`src/hw/rtl/abkf_pkg.sv`:
```
// ----------------------------------------------------------------------------
// Angle and bias Kalman filter package
// Shared widths, constants, status codes and sequencer states.
// ----------------------------------------------------------------------------
package abkf_pkg;

  localparam int WordBits = 32;
  localparam int FracBits = 16;
  localparam int QBits    = 16;
  localparam int MagBits  = WordBits;
  localparam int ProdBits = 2 * MagBits;
  localparam int NumBits  = WordBits + FracBits;
  localparam int CntBits  = $clog2(ProdBits + 1);

  localparam logic signed [WordBits-1:0] MaxV = {1'b0, {(WordBits-1){1'b1}}};
  localparam logic signed [WordBits-1:0] MinV = {1'b1, {(WordBits-1){1'b0}}};

  // Status codes of a result.
  localparam logic [1:0] StatCorrected = 2'd0;
  localparam logic [1:0] StatSkipped   = 2'd1;
  localparam logic [1:0] StatNoCorr    = 2'd2;

  // Configuration register indexes.
  localparam logic [1:0] RegAngleQ  = 2'd0;
  localparam logic [1:0] RegBiasQ   = 2'd1;
  localparam logic [1:0] RegMeasure = 2'd2;

  typedef enum logic [4:0] {
    S_IDLE, S_PRED_A, S_PRED_A_ADD, S_PRED_D, S_PRED_T, S_PRED_P00,
    S_PRED_P11, S_PRED_S, S_DIV_K0, S_DIV_K1, S_CORR_Y, S_CORR_ANG,
    S_CORR_BIAS, S_CORR_P00, S_CORR_P01, S_CORR_P10, S_CORR_P11, S_OUT
  } state_t;

  // Saturating add of two words.
  function automatic logic signed [WordBits-1:0] add_sat(
      input logic signed [WordBits-1:0] a, input logic signed [WordBits-1:0] b);
    logic signed [WordBits:0] s;
    s = {a[WordBits-1], a} + {b[WordBits-1], b};
    if (s[WordBits] != s[WordBits-1]) return s[WordBits] ? MinV : MaxV;
    return s[WordBits-1:0];
  endfunction

  // Saturating subtract of two words.
  function automatic logic signed [WordBits-1:0] sub_sat(
      input logic signed [WordBits-1:0] a, input logic signed [WordBits-1:0] b);
    logic signed [WordBits:0] s;
    s = {a[WordBits-1], a} - {b[WordBits-1], b};
    if (s[WordBits] != s[WordBits-1]) return s[WordBits] ? MinV : MaxV;
    return s[WordBits-1:0];
  endfunction

  // Unsigned Q0.16 to the word format.
  function automatic logic signed [WordBits-1:0] from_q16(input logic [QBits-1:0] x);
    return WordBits'({x, {(FracBits-QBits){1'b0}}});
  endfunction

  // Unsigned magnitude of a word; the most negative value maps to 2^(WordBits-1).
  function automatic logic [MagBits-1:0] magn(input logic signed [WordBits-1:0] a);
    return a[WordBits-1] ? MagBits'(-a) : MagBits'(a);
  endfunction

endpackage

```
`src/hw/rtl/abkf_serial_unit.sv`:
```
// ----------------------------------------------------------------------------
// Angle and bias Kalman filter serial arithmetic unit
// Shift-and-add multiplier and restoring divider, one bit per cycle.
// ----------------------------------------------------------------------------
module abkf_serial_unit
  import abkf_pkg::*;
(
  input  logic                       clk,
  input  logic                       rst,
  input  logic                       start,
  input  logic                       is_div,
  input  logic signed [WordBits-1:0] a,
  input  logic signed [WordBits-1:0] b,
  output logic                       done,
  output logic signed [WordBits-1:0] result
);

  logic                 busy;
  logic                 mode_div;
  logic                 neg;
  logic [CntBits-1:0]   count;
  logic [ProdBits-1:0]  acc;
  logic [MagBits-1:0]   mcand;
  logic [MagBits-1:0]   mplier;
  logic [NumBits-1:0]   numer;
  logic [MagBits:0]     rem;
  logic [NumBits-1:0]   quot;
  logic [MagBits:0]     rem_shift;
  logic [MagBits:0]     rem_diff;
  logic [ProdBits:0]    acc_sum;

  assign rem_shift = {rem[MagBits-1:0], numer[NumBits-1]};
  assign rem_diff  = rem_shift - {1'b0, mcand};
  assign acc_sum   = {1'b0, acc} + ({(ProdBits+1){mplier[0]}} &
                     {1'b0, mcand, {MagBits{1'b0}}});

  // One bit of the product or quotient per cycle.
  always_ff @(posedge clk) begin
    if (rst) begin
      busy <= 1'b0;
      done <= 1'b0;
    end else begin
      done <= 1'b0;
      if (start) begin
        busy     <= 1'b1;
        mode_div <= is_div;
        neg      <= a[WordBits-1] ^ (is_div ? 1'b0 : b[WordBits-1]);
        mcand    <= is_div ? MagBits'(b) : magn(b);
        mplier   <= magn(a);
        numer    <= {magn(a), {FracBits{1'b0}}};
        rem      <= '0;
        quot     <= '0;
        acc      <= '0;
        count    <= is_div ? CntBits'(NumBits) : CntBits'(MagBits);
      end else if (busy) begin
        if (mode_div) begin
          numer <= {numer[NumBits-2:0], 1'b0};
          if (!rem_diff[MagBits]) begin
            rem  <= rem_diff;
            quot <= {quot[NumBits-2:0], 1'b1};
          end else begin
            rem  <= rem_shift;
            quot <= {quot[NumBits-2:0], 1'b0};
          end
        end else begin
          acc    <= acc_sum[ProdBits:1];
          mplier <= {1'b0, mplier[MagBits-1:1]};
        end
        count <= count - 1'b1;
        if (count == CntBits'(1)) begin
          busy <= 1'b0;
          done <= 1'b1;
        end
      end
    end
  end

  // Rounding and saturation of the finished value.
  always_comb begin
    logic [NumBits:0] mag;
    logic             lost;
    if (mode_div) begin
      mag  = {1'b0, quot};
      lost = 1'b0;
    end else begin
      mag  = {1'b0, acc[ProdBits-1:FracBits]};
      lost = |acc[FracBits-1:0];
    end
    if (neg && lost) mag = mag + 1'b1;
    if (neg) begin
      if (mag > (NumBits+1)'({1'b1, {(WordBits-1){1'b0}}})) result = MinV;
      else result = WordBits'(-mag);
    end else begin
      if (mag > (NumBits+1)'(MaxV)) result = MaxV;
      else result = WordBits'(mag);
    end
  end

  // A finished operation is reported only after one was running.
  assert property (@(posedge clk) disable iff (rst) done |-> $past(busy))
    else $error("done without a running operation");
  assert property (@(posedge clk) disable iff (rst) start |=> busy)
    else $error("start did not launch the unit");
  assert property (@(posedge clk) disable iff (rst) done |-> !busy)
    else $error("unit still busy when done");

endmodule

```
`src/hw/rtl/angle_bias_kalman_filter.sv`:
```
// ----------------------------------------------------------------------------
// Angle and bias Kalman filter
// Two-state filter that fuses an angle and a gyro rate into an angle estimate.
// ----------------------------------------------------------------------------
// Use: a request on the input channel (op, angle_in, rate_in, dt_in) gives
// exactly one result (angle_out, status) on the output channel. op one loads
// the angle and clears bias and covariance; a zero dt leaves the state alone.
// Both answer with status one. An update with correction runs ten
// multiplications and two divisions on one shared bit-serial unit, and one
// without correction runs four multiplications.
// One request is processed at a time: the next one is taken only once the
// result has been accepted and the block is idle, so a stalling receiver
// holds off the input channel.
// Reset clears the state and loads the noise registers with their defaults.
// The configuration port writes a noise register at any time the block
// is idle.
// ----------------------------------------------------------------------------
module angle_bias_kalman_filter
  import abkf_pkg::*;
(
  input  logic                clk,
  input  logic                rst,
  input  logic                in_valid,
  output logic                in_ready,
  input  logic                op,
  input  logic signed [31:0]  angle_in,
  input  logic signed [31:0]  rate_in,
  input  logic [15:0]         dt_in,
  output logic                out_valid,
  input  logic                out_ready,
  output logic signed [31:0]  angle_out,
  output logic [1:0]          status,
  input  logic                cfg_we,
  input  logic [1:0]          cfg_index,
  input  logic [15:0]         cfg_data
);

  state_t state, state_next;

  logic [QBits-1:0] q_angle, q_bias, r_meas;
  logic signed [WordBits-1:0] angle_est, bias_est, p00, p01, p10, p11;
  logic signed [WordBits-1:0] meas, dt, tmp, dval, k0, k1, y, s_sum;
  logic signed [WordBits-1:0] p00o, p01o;

  logic                       mu_start, mu_div, mu_done;
  logic signed [WordBits-1:0] mu_a, mu_b, mu_res;
  logic                       launched;

  abkf_serial_unit u_unit (
    .clk(clk), .rst(rst), .start(mu_start), .is_div(mu_div),
    .a(mu_a), .b(mu_b), .done(mu_done), .result(mu_res)
  );

  // Configuration writes.
  always_ff @(posedge clk) begin
    if (rst) begin
      q_angle <= 16'd66;
      q_bias  <= 16'd197;
      r_meas  <= 16'd1966;
    end else if (cfg_we) begin
      case (cfg_index)
        RegAngleQ:  q_angle <= cfg_data;
        RegBiasQ:   q_bias  <= cfg_data;
        RegMeasure: r_meas  <= cfg_data;
        default: ;
      endcase
    end
  end

  assign in_ready = (state == S_IDLE) && !out_valid;

  // Next state.
  always_comb begin
    state_next = state;
    case (state)
      S_IDLE:
        if (in_valid && in_ready)
          state_next = (op || dt_in == '0) ? S_OUT : S_PRED_A;
      S_PRED_A:     if (mu_done) state_next = S_PRED_A_ADD;
      S_PRED_A_ADD: state_next = S_PRED_D;
      S_PRED_D:     if (mu_done) state_next = S_PRED_T;
      S_PRED_T:     state_next = S_PRED_P00;
      S_PRED_P00:   if (mu_done) state_next = S_PRED_P11;
      S_PRED_P11:   if (mu_done) state_next = S_PRED_S;
      S_PRED_S:     state_next = (s_sum[WordBits-1] || s_sum == '0) ? S_OUT : S_DIV_K0;
      S_DIV_K0:     if (mu_done) state_next = S_DIV_K1;
      S_DIV_K1:     if (mu_done) state_next = S_CORR_Y;
      S_CORR_Y:     state_next = S_CORR_ANG;
      S_CORR_ANG:   if (mu_done) state_next = S_CORR_BIAS;
      S_CORR_BIAS:  if (mu_done) state_next = S_CORR_P00;
      S_CORR_P00:   if (mu_done) state_next = S_CORR_P01;
      S_CORR_P01:   if (mu_done) state_next = S_CORR_P10;
      S_CORR_P10:   if (mu_done) state_next = S_CORR_P11;
      S_CORR_P11:   if (mu_done) state_next = S_OUT;
      S_OUT:        state_next = S_IDLE;
      default:      state_next = S_IDLE;
    endcase
  end

  // Operand selection for the shared unit.
  always_comb begin
    mu_div = 1'b0;
    mu_a   = dt;
    mu_b   = tmp;
    case (state)
      S_PRED_A:    begin mu_a = dt;  mu_b = tmp;  end
      S_PRED_D:    begin mu_a = dt;  mu_b = p11;  end
      S_PRED_P00:  begin mu_a = dt;  mu_b = tmp;  end
      S_PRED_P11:  begin mu_a = from_q16(q_bias); mu_b = dt; end
      S_DIV_K0:    begin mu_div = 1'b1; mu_a = p00; mu_b = s_sum; end
      S_DIV_K1:    begin mu_div = 1'b1; mu_a = p10; mu_b = s_sum; end
      S_CORR_ANG:  begin mu_a = k0;  mu_b = y;    end
      S_CORR_BIAS: begin mu_a = k1;  mu_b = y;    end
      S_CORR_P00:  begin mu_a = k0;  mu_b = p00o; end
      S_CORR_P01:  begin mu_a = k0;  mu_b = p01o; end
      S_CORR_P10:  begin mu_a = k1;  mu_b = p00o; end
      S_CORR_P11:  begin mu_a = k1;  mu_b = p01o; end
      default: ;
    endcase
  end

  assign mu_start = !launched && state != S_IDLE && state != S_OUT &&
                    state != S_PRED_A_ADD && state != S_PRED_T &&
                    state != S_PRED_S && state != S_CORR_Y;

  // State registers and datapath updates.
  always_ff @(posedge clk) begin
    if (rst) begin
      state     <= S_IDLE;
      launched  <= 1'b0;
      out_valid <= 1'b0;
      angle_est <= '0;
      bias_est  <= '0;
      p00 <= '0; p01 <= '0; p10 <= '0; p11 <= '0;
    end else begin
      state <= state_next;
      if (mu_start) launched <= 1'b1;
      if (mu_done)  launched <= 1'b0;
      if (out_valid && out_ready) out_valid <= 1'b0;
      case (state)
        S_IDLE:
          if (in_valid && in_ready) begin
            meas   <= angle_in;
            dt     <= from_q16(dt_in);
            tmp    <= sub_sat(rate_in, bias_est);
            status <= StatSkipped;
            if (op) begin
              angle_est <= angle_in;
              bias_est  <= '0;
              p00 <= '0; p01 <= '0; p10 <= '0; p11 <= '0;
            end
          end
        S_PRED_A:     if (mu_done) tmp <= mu_res;
        S_PRED_A_ADD: angle_est <= add_sat(angle_est, tmp);
        S_PRED_D:     if (mu_done) dval <= mu_res;
        S_PRED_T:
          tmp <= add_sat(sub_sat(sub_sat(dval, p01), p10), from_q16(q_angle));
        S_PRED_P00:
          if (mu_done) begin
            p00 <= add_sat(p00, mu_res);
            p01 <= sub_sat(p01, dval);
            p10 <= sub_sat(p10, dval);
          end
        S_PRED_P11:
          if (mu_done) begin
            p11   <= add_sat(p11, mu_res);
            s_sum <= add_sat(p00, from_q16(r_meas));
          end
        S_PRED_S: status <= StatNoCorr;
        S_DIV_K0: if (mu_done) k0 <= mu_res;
        S_DIV_K1: if (mu_done) k1 <= mu_res;
        S_CORR_Y: begin
          y    <= sub_sat(meas, angle_est);
          p00o <= p00;
          p01o <= p01;
        end
        S_CORR_ANG:  if (mu_done) angle_est <= add_sat(angle_est, mu_res);
        S_CORR_BIAS: if (mu_done) bias_est <= add_sat(bias_est, mu_res);
        S_CORR_P00:  if (mu_done) p00 <= sub_sat(p00, mu_res);
        S_CORR_P01:  if (mu_done) p01 <= sub_sat(p01, mu_res);
        S_CORR_P10:  if (mu_done) p10 <= sub_sat(p10, mu_res);
        S_CORR_P11:
          if (mu_done) begin
            p11    <= sub_sat(p11, mu_res);
            status <= StatCorrected;
          end
        S_OUT: begin
          out_valid <= 1'b1;
          angle_out <= angle_est;
        end
        default: ;
      endcase
    end
  end

  // A result appears only at the end of an item's work.
  assert property (@(posedge clk) disable iff (rst)
    $rose(out_valid) |-> $past(state) == S_OUT)
    else $error("result raised outside the output step");
  assert property (@(posedge clk) disable iff (rst)
    (in_valid && in_ready) |-> !out_valid)
    else $error("request taken while a result is pending");
  assert property (@(posedge clk) disable iff (rst)
    out_valid |-> (status == StatCorrected || status == StatSkipped ||
                   status == StatNoCorr))
    else $error("undefined status code");

endmodule

```
`config.mk`:
```
export PLATFORM = sky130hd
export DESIGN_NAME = angle_bias_kalman_filter
export DESIGN_NICKNAME = d
export VERILOG_FILES = /design/src/hw/rtl/abkf_pkg.sv /design/src/hw/rtl/abkf_serial_unit.sv /design/src/hw/rtl/angle_bias_kalman_filter.sv
export SDC_FILE = /design/constraint.sdc
export NUM_CORES = 2
export LEC_CHECK = 0
export BUFFER_PORTS_ARGS = -buffer_cell sky130_fd_sc_hd__buf_2
export CORE_UTILIZATION = 43
export DETAILED_ROUTE_END_ITERATION = 8
export PLACE_DENSITY = 0.61
export SETUP_SLACK_MARGIN = 0.15
export SYNTH_ARGS = -nofsm -noshare
export SYNTH_HDL_FRONTEND = slang
export SYNTH_HIERARCHICAL = 1
export SYNTH_SLANG_ARGS = --single-unit
```
`constraint.sdc`:
```
create_clock -name clk -period 12.9 [get_ports clk]
set_input_delay 0.645 -clock clk [delete_from_list [all_inputs] [get_ports clk]]
set_output_delay 0.645 -clock clk [all_outputs]
set_load 0.05 [all_outputs]
```
==> load_flow_metrics.sql <==
INSERT INTO impl_metrics (metric_group, metric, value, unit) VALUES
('worst_setup_path', 'arrival', '12.58', 'ns'),
('floorplanning', 'floorplan.core_area', '0.1604', 'mm^2'),
('clock_tree', 'ctsHoldBuffers', '0', ''),
('synthesis', 'syn_inst', '8078', ''),
('detailed_routing', 'vias_per_cell', '6.369', ''),
('placement', 'placement.cell_area', '0.07274', 'mm^2'),
('pwr', 'ir_drop', '0.0002539', 'V'),
('detailed_routing', 'post-route-drc-count', '6', ''),
('worst_setup_path', 'cp-start-kind', 'register', ''),
('timing', 'worst_pin_slew', '1.357', 'ns'),
('detailed_routing', 'route.vias.total', '66053', ''),
('synthesis', 'synth_edf_count', '587', ''),
('floorplanning', 'die_width', '403.9', 'um'),
('synthesis', 'synth_top_cell_area_share', '0.2538', ''),
('worst_setup_path', 'timing.critical_path.required', '13.38', 'ns'),
('finish', 'layout.nets', '8811', ''),
('worst_setup_path', 'worst-path-max-fanout', '18', ''),
('timing', 'grt_setup_unrepaired', 'false', ''),
('synthesis', 'postSynthNetCount', '8794', ''),
('grt', 'grtUsageTotal', '0.3392', ''),
('synthesis', 'post_synth_instance_area', '0.06944', 'mm^2'),
('finish', 'finish.instance_area', '0.07651', 'mm^2'),
('timing', 'whs', '0.08731', 'ns'),
('placement', 'place_worst_setup_slack', '-0.2786', 'ns'),
('grt', 'globalRouteOverflowTotal', '0', ''),
('floorplanning', 'chipHeight', '403.9', 'um'),
('grt', 'top_usage_layer', 'met2', ''),
('grt', 'grt_pass1_vias', '60482', ''),
('placement', 'place.detailed.instances', '10143', ''),
('worst_setup_path', 'critical_path.endpoint_type', 'register', ''),
('clock_tree', 'tritoncts_buffer_count', '104', ''),
('detailed_routing', 'wl_per_cell', '27.59', 'um'),
('timing', 'clock.fmax', '82.62', 'MHz'),
('worst_setup_path', 'timing_worst_setup_path_type', 'register to register', ''),
('outcome', 'violated_checks', 'design-rule violations', ''),
('placement', 'io_buffers', '139', ''),
('timing', 'slew_headroom', '0.08731', ''),
('detailed_routing', 'drt_pass1_iterations', '9', ''),
('synthesis', 'synth_cell_type_count', '120', ''),
('clock_tree', 'worst_skew_pair.late_latency', '0.76', 'ns'),
('pwr', 'leakage_power_summed_over_all_cells', '30.00', 'nW'),
('pwr', 'power-per-cell-area', '282.6', 'mW/mm^2'),
('finish', 'final_layout_size_suffix_gt1_frac', '0.08018', ''),
('synthesis', 'synth.yosys.seq_area_share', '0.3256', ''),
('synthesis', 'synth_top_cell_by_area', 'edfxtp_1', ''),
('detailed_routing', 'drt_wl_total', '286100', 'um'),
('clock_tree', 'clock-sinks', '836', ''),
('finish', 'layout.filler_cells', '15615', ''),
('outcome', 'outcome', 'complete, but fails checks', ''),
('finish', 'instances_no_fill', '10371', ''),
('floorplanning', 'row_count', '147', ''),
('timing', 'clock-skew-final', '0.04069', 'ns'),
('timing', 'worst_slack', '0.7961', 'ns'),
('timing', 'post-route-period-util', '0.9383', ''),
('finish', 'multi_input_comb_area', '0.04414', 'mm^2'),
('timing', 'hold_violations', '0', ''),
('synthesis', 'mapped_avg_cell_area', '8.597', 'um^2'),
('synthesis', 'synth_top_cells_by_area', 'edfxtp_1 (25%), ha_1 (11%), dfxtp_1 (7.2%), a21oi_1 (5.1%), xnor2_1 (4.8%)', ''),
('clock_tree', 'tritoncts', 'yes', ''),
('finish', 'ff_latch_area', '0.02261', 'mm^2'),
('clock_tree', 'cts_root_buffer', 'clkbuf_16', ''),
('grt', 'globalRouteMet2Util', '0.5176', ''),
('grt', 'largest_net_degree_at_the_start_of_global_routing', '87', ''),
('floorplanning', 'ioPinCount', '140', ''),
('synthesis', 'async_reset_ff_frac', '0', ''),
('synthesis', 'synth.ff_latch_count', '836', ''),
('clock_tree', 'htree_levels', '3', ''),
('grt', 'groute.layer.met1.usage', '0.4393', ''),
('finish', 'final_util', '0.4771', ''),
('floorplanning', 'fp.dieArea', '0.1631', 'mm^2'),
('run', 'max_cap_viol_count', '0', '');
worst max-delay path, delay by kind of cell (launching register included):
kind                     cells  cell delay (ns)
AO/OA/AOI/OAI               25             5.97
adder cells (fa/ha/maj)      8             2.57
AND/OR/NAND/NOR              8             1.63
buffers and inverters        7             1.07
flip-flops                   1             0.42
XOR/XNOR                     1             0.17
final cells by class:
cell class                 count  area share
sequential                   836      0.2955
multi-input combinational   6435      0.5768
tap                         2160     0.03532
antenna                       29   0.0009484
clock inverter                64    0.009305
inverter                     437     0.02149
timing repair buffer         281     0.02314
clock buffer                 129     0.03743
per-stage QoR:
| step | total power [W] | setup TNS (ns) |
|---|---|---|
| CTS | 0.02133 | 0 |
| global route | 0.02295 | 0 |
| floorplan | 0.01398 | 0 |
| global placement | 0.01801 | -0.2939 |
| detailed placement | 0.01811 | -1.586 |
| finish | 0.02162 | 0 |
worst paths after layout:
| path | startpoint | to | slack, ns | cells after the start |
|---|---|---|---|---|
| max | dval[0]$_DFFE_PP_ | tmp[24]$_DFFE_PP_ | 0.80 | 49 |
| min | angle_in[16] | meas[16]$_DFFE_PP_ | 0.09 | 1 |
| max reg2reg | dval[0]$_DFFE_PP_ | tmp[24]$_DFFE_PP_ | 0.80 | 49 |
| min reg2reg | r_meas[4]$_SDFFE_PP0P_ | r_meas[4]$_SDFFE_PP0P_ | 0.46 | 2 |
synthesized netlist by cell type, types with 32 or more instances:
| master | count |
|---|---|
| mux2i_1 | 46 |
| nor3_1 | 121 |
| inv_1 | 434 |
| a211oi_1 | 109 |
| a31oi_1 | 84 |
| dfxtp_1 | 249 |
| a21oi_1 | 705 |
| nor2b_1 | 157 |
| a222oi_1 | 77 |
| o31ai_1 | 56 |
| clkbuf_1 | 311 |
| or3_1 | 32 |
| nor4_1 | 46 |
| nand4_1 | 64 |
| nand2_1 | 737 |
| a41oi_1 | 47 |
| edfxtp_1 | 587 |
| o21ai_0 | 614 |
| a221oi_1 | 77 |
| or2_2 | 35 |
| a21o_1 | 235 |
| a22oi_1 | 77 |
| nand3_1 | 159 |
| o21a_1 | 157 |
| and3_1 | 67 |
| nor2_1 | 617 |
| and2_1 | 84 |
| ha_1 | 593 |
| xnor2_1 | 380 |
| xor2_1 | 199 |
| nand2b_1 | 103 |
| o21bai_1 | 85 |
| o21ai_1 | 39 |
| o211ai_1 | 82 |
| nand3b_1 | 37 |
where the power goes:
| part | total (W) | leakage (nW) | switching [W] | internal, W |
|---|---|---|---|---|
| clock | 0.00313 | 1.75 | 0.00130 | 0.00183 |
| sequential | 0.00474 | 7.45 | 0.000774 | 0.00397 |
| combinational | 0.0137 | 20.8 | 0.00886 | 0.00489 |
logic make-up (layout without fill, tap and decap cells):
group	after synthesis	count (layout)	share of synthesized area
adders and majority gates	619	619	0.1133
and+or+nand+nor	2378	2378	0.1657
xor gates and xnor gates	579	579	0.07302
other	0	29	0
buffers and inverters	808	911	0.04591
DFF	836	836	0.3256
AOI/OAI and AO/OA	2785	2786	0.2655
muxes	73	73	0.01101
state kept, by name, indices dropped and copies added (netlist names), 32 cells and up:
name,cells
p10,32
meas,32
k0,32
p01o,32
u_unit/numer,32
u_unit/mplier,32
k1,32
angle_est,32
p01,32
p00,32
u_unit/quot,48
u_unit/rem,32
s_sum,32
u_unit/acc,64
y,32
bias_est,32
dval,32
angle_out,32
p00o,32
p11,32
u_unit/mcand,32
tmp,32
layer usage:
metal,vias to the layer above,part of all wire
met5,-,0.00052
met4,24,0.071
met3,706,0.093
met2,3349,0.43
met1,31915,0.40
li1,30059,-
repair_timing:
item,in CTS,in global routing
endpoints found under the setup margin,28,32
resized for setup,3,15
pin swaps,1,0
gates cloned,1,0
setup buffers,3,2
No activity file was read; power rests on OpenSTA's default activity.
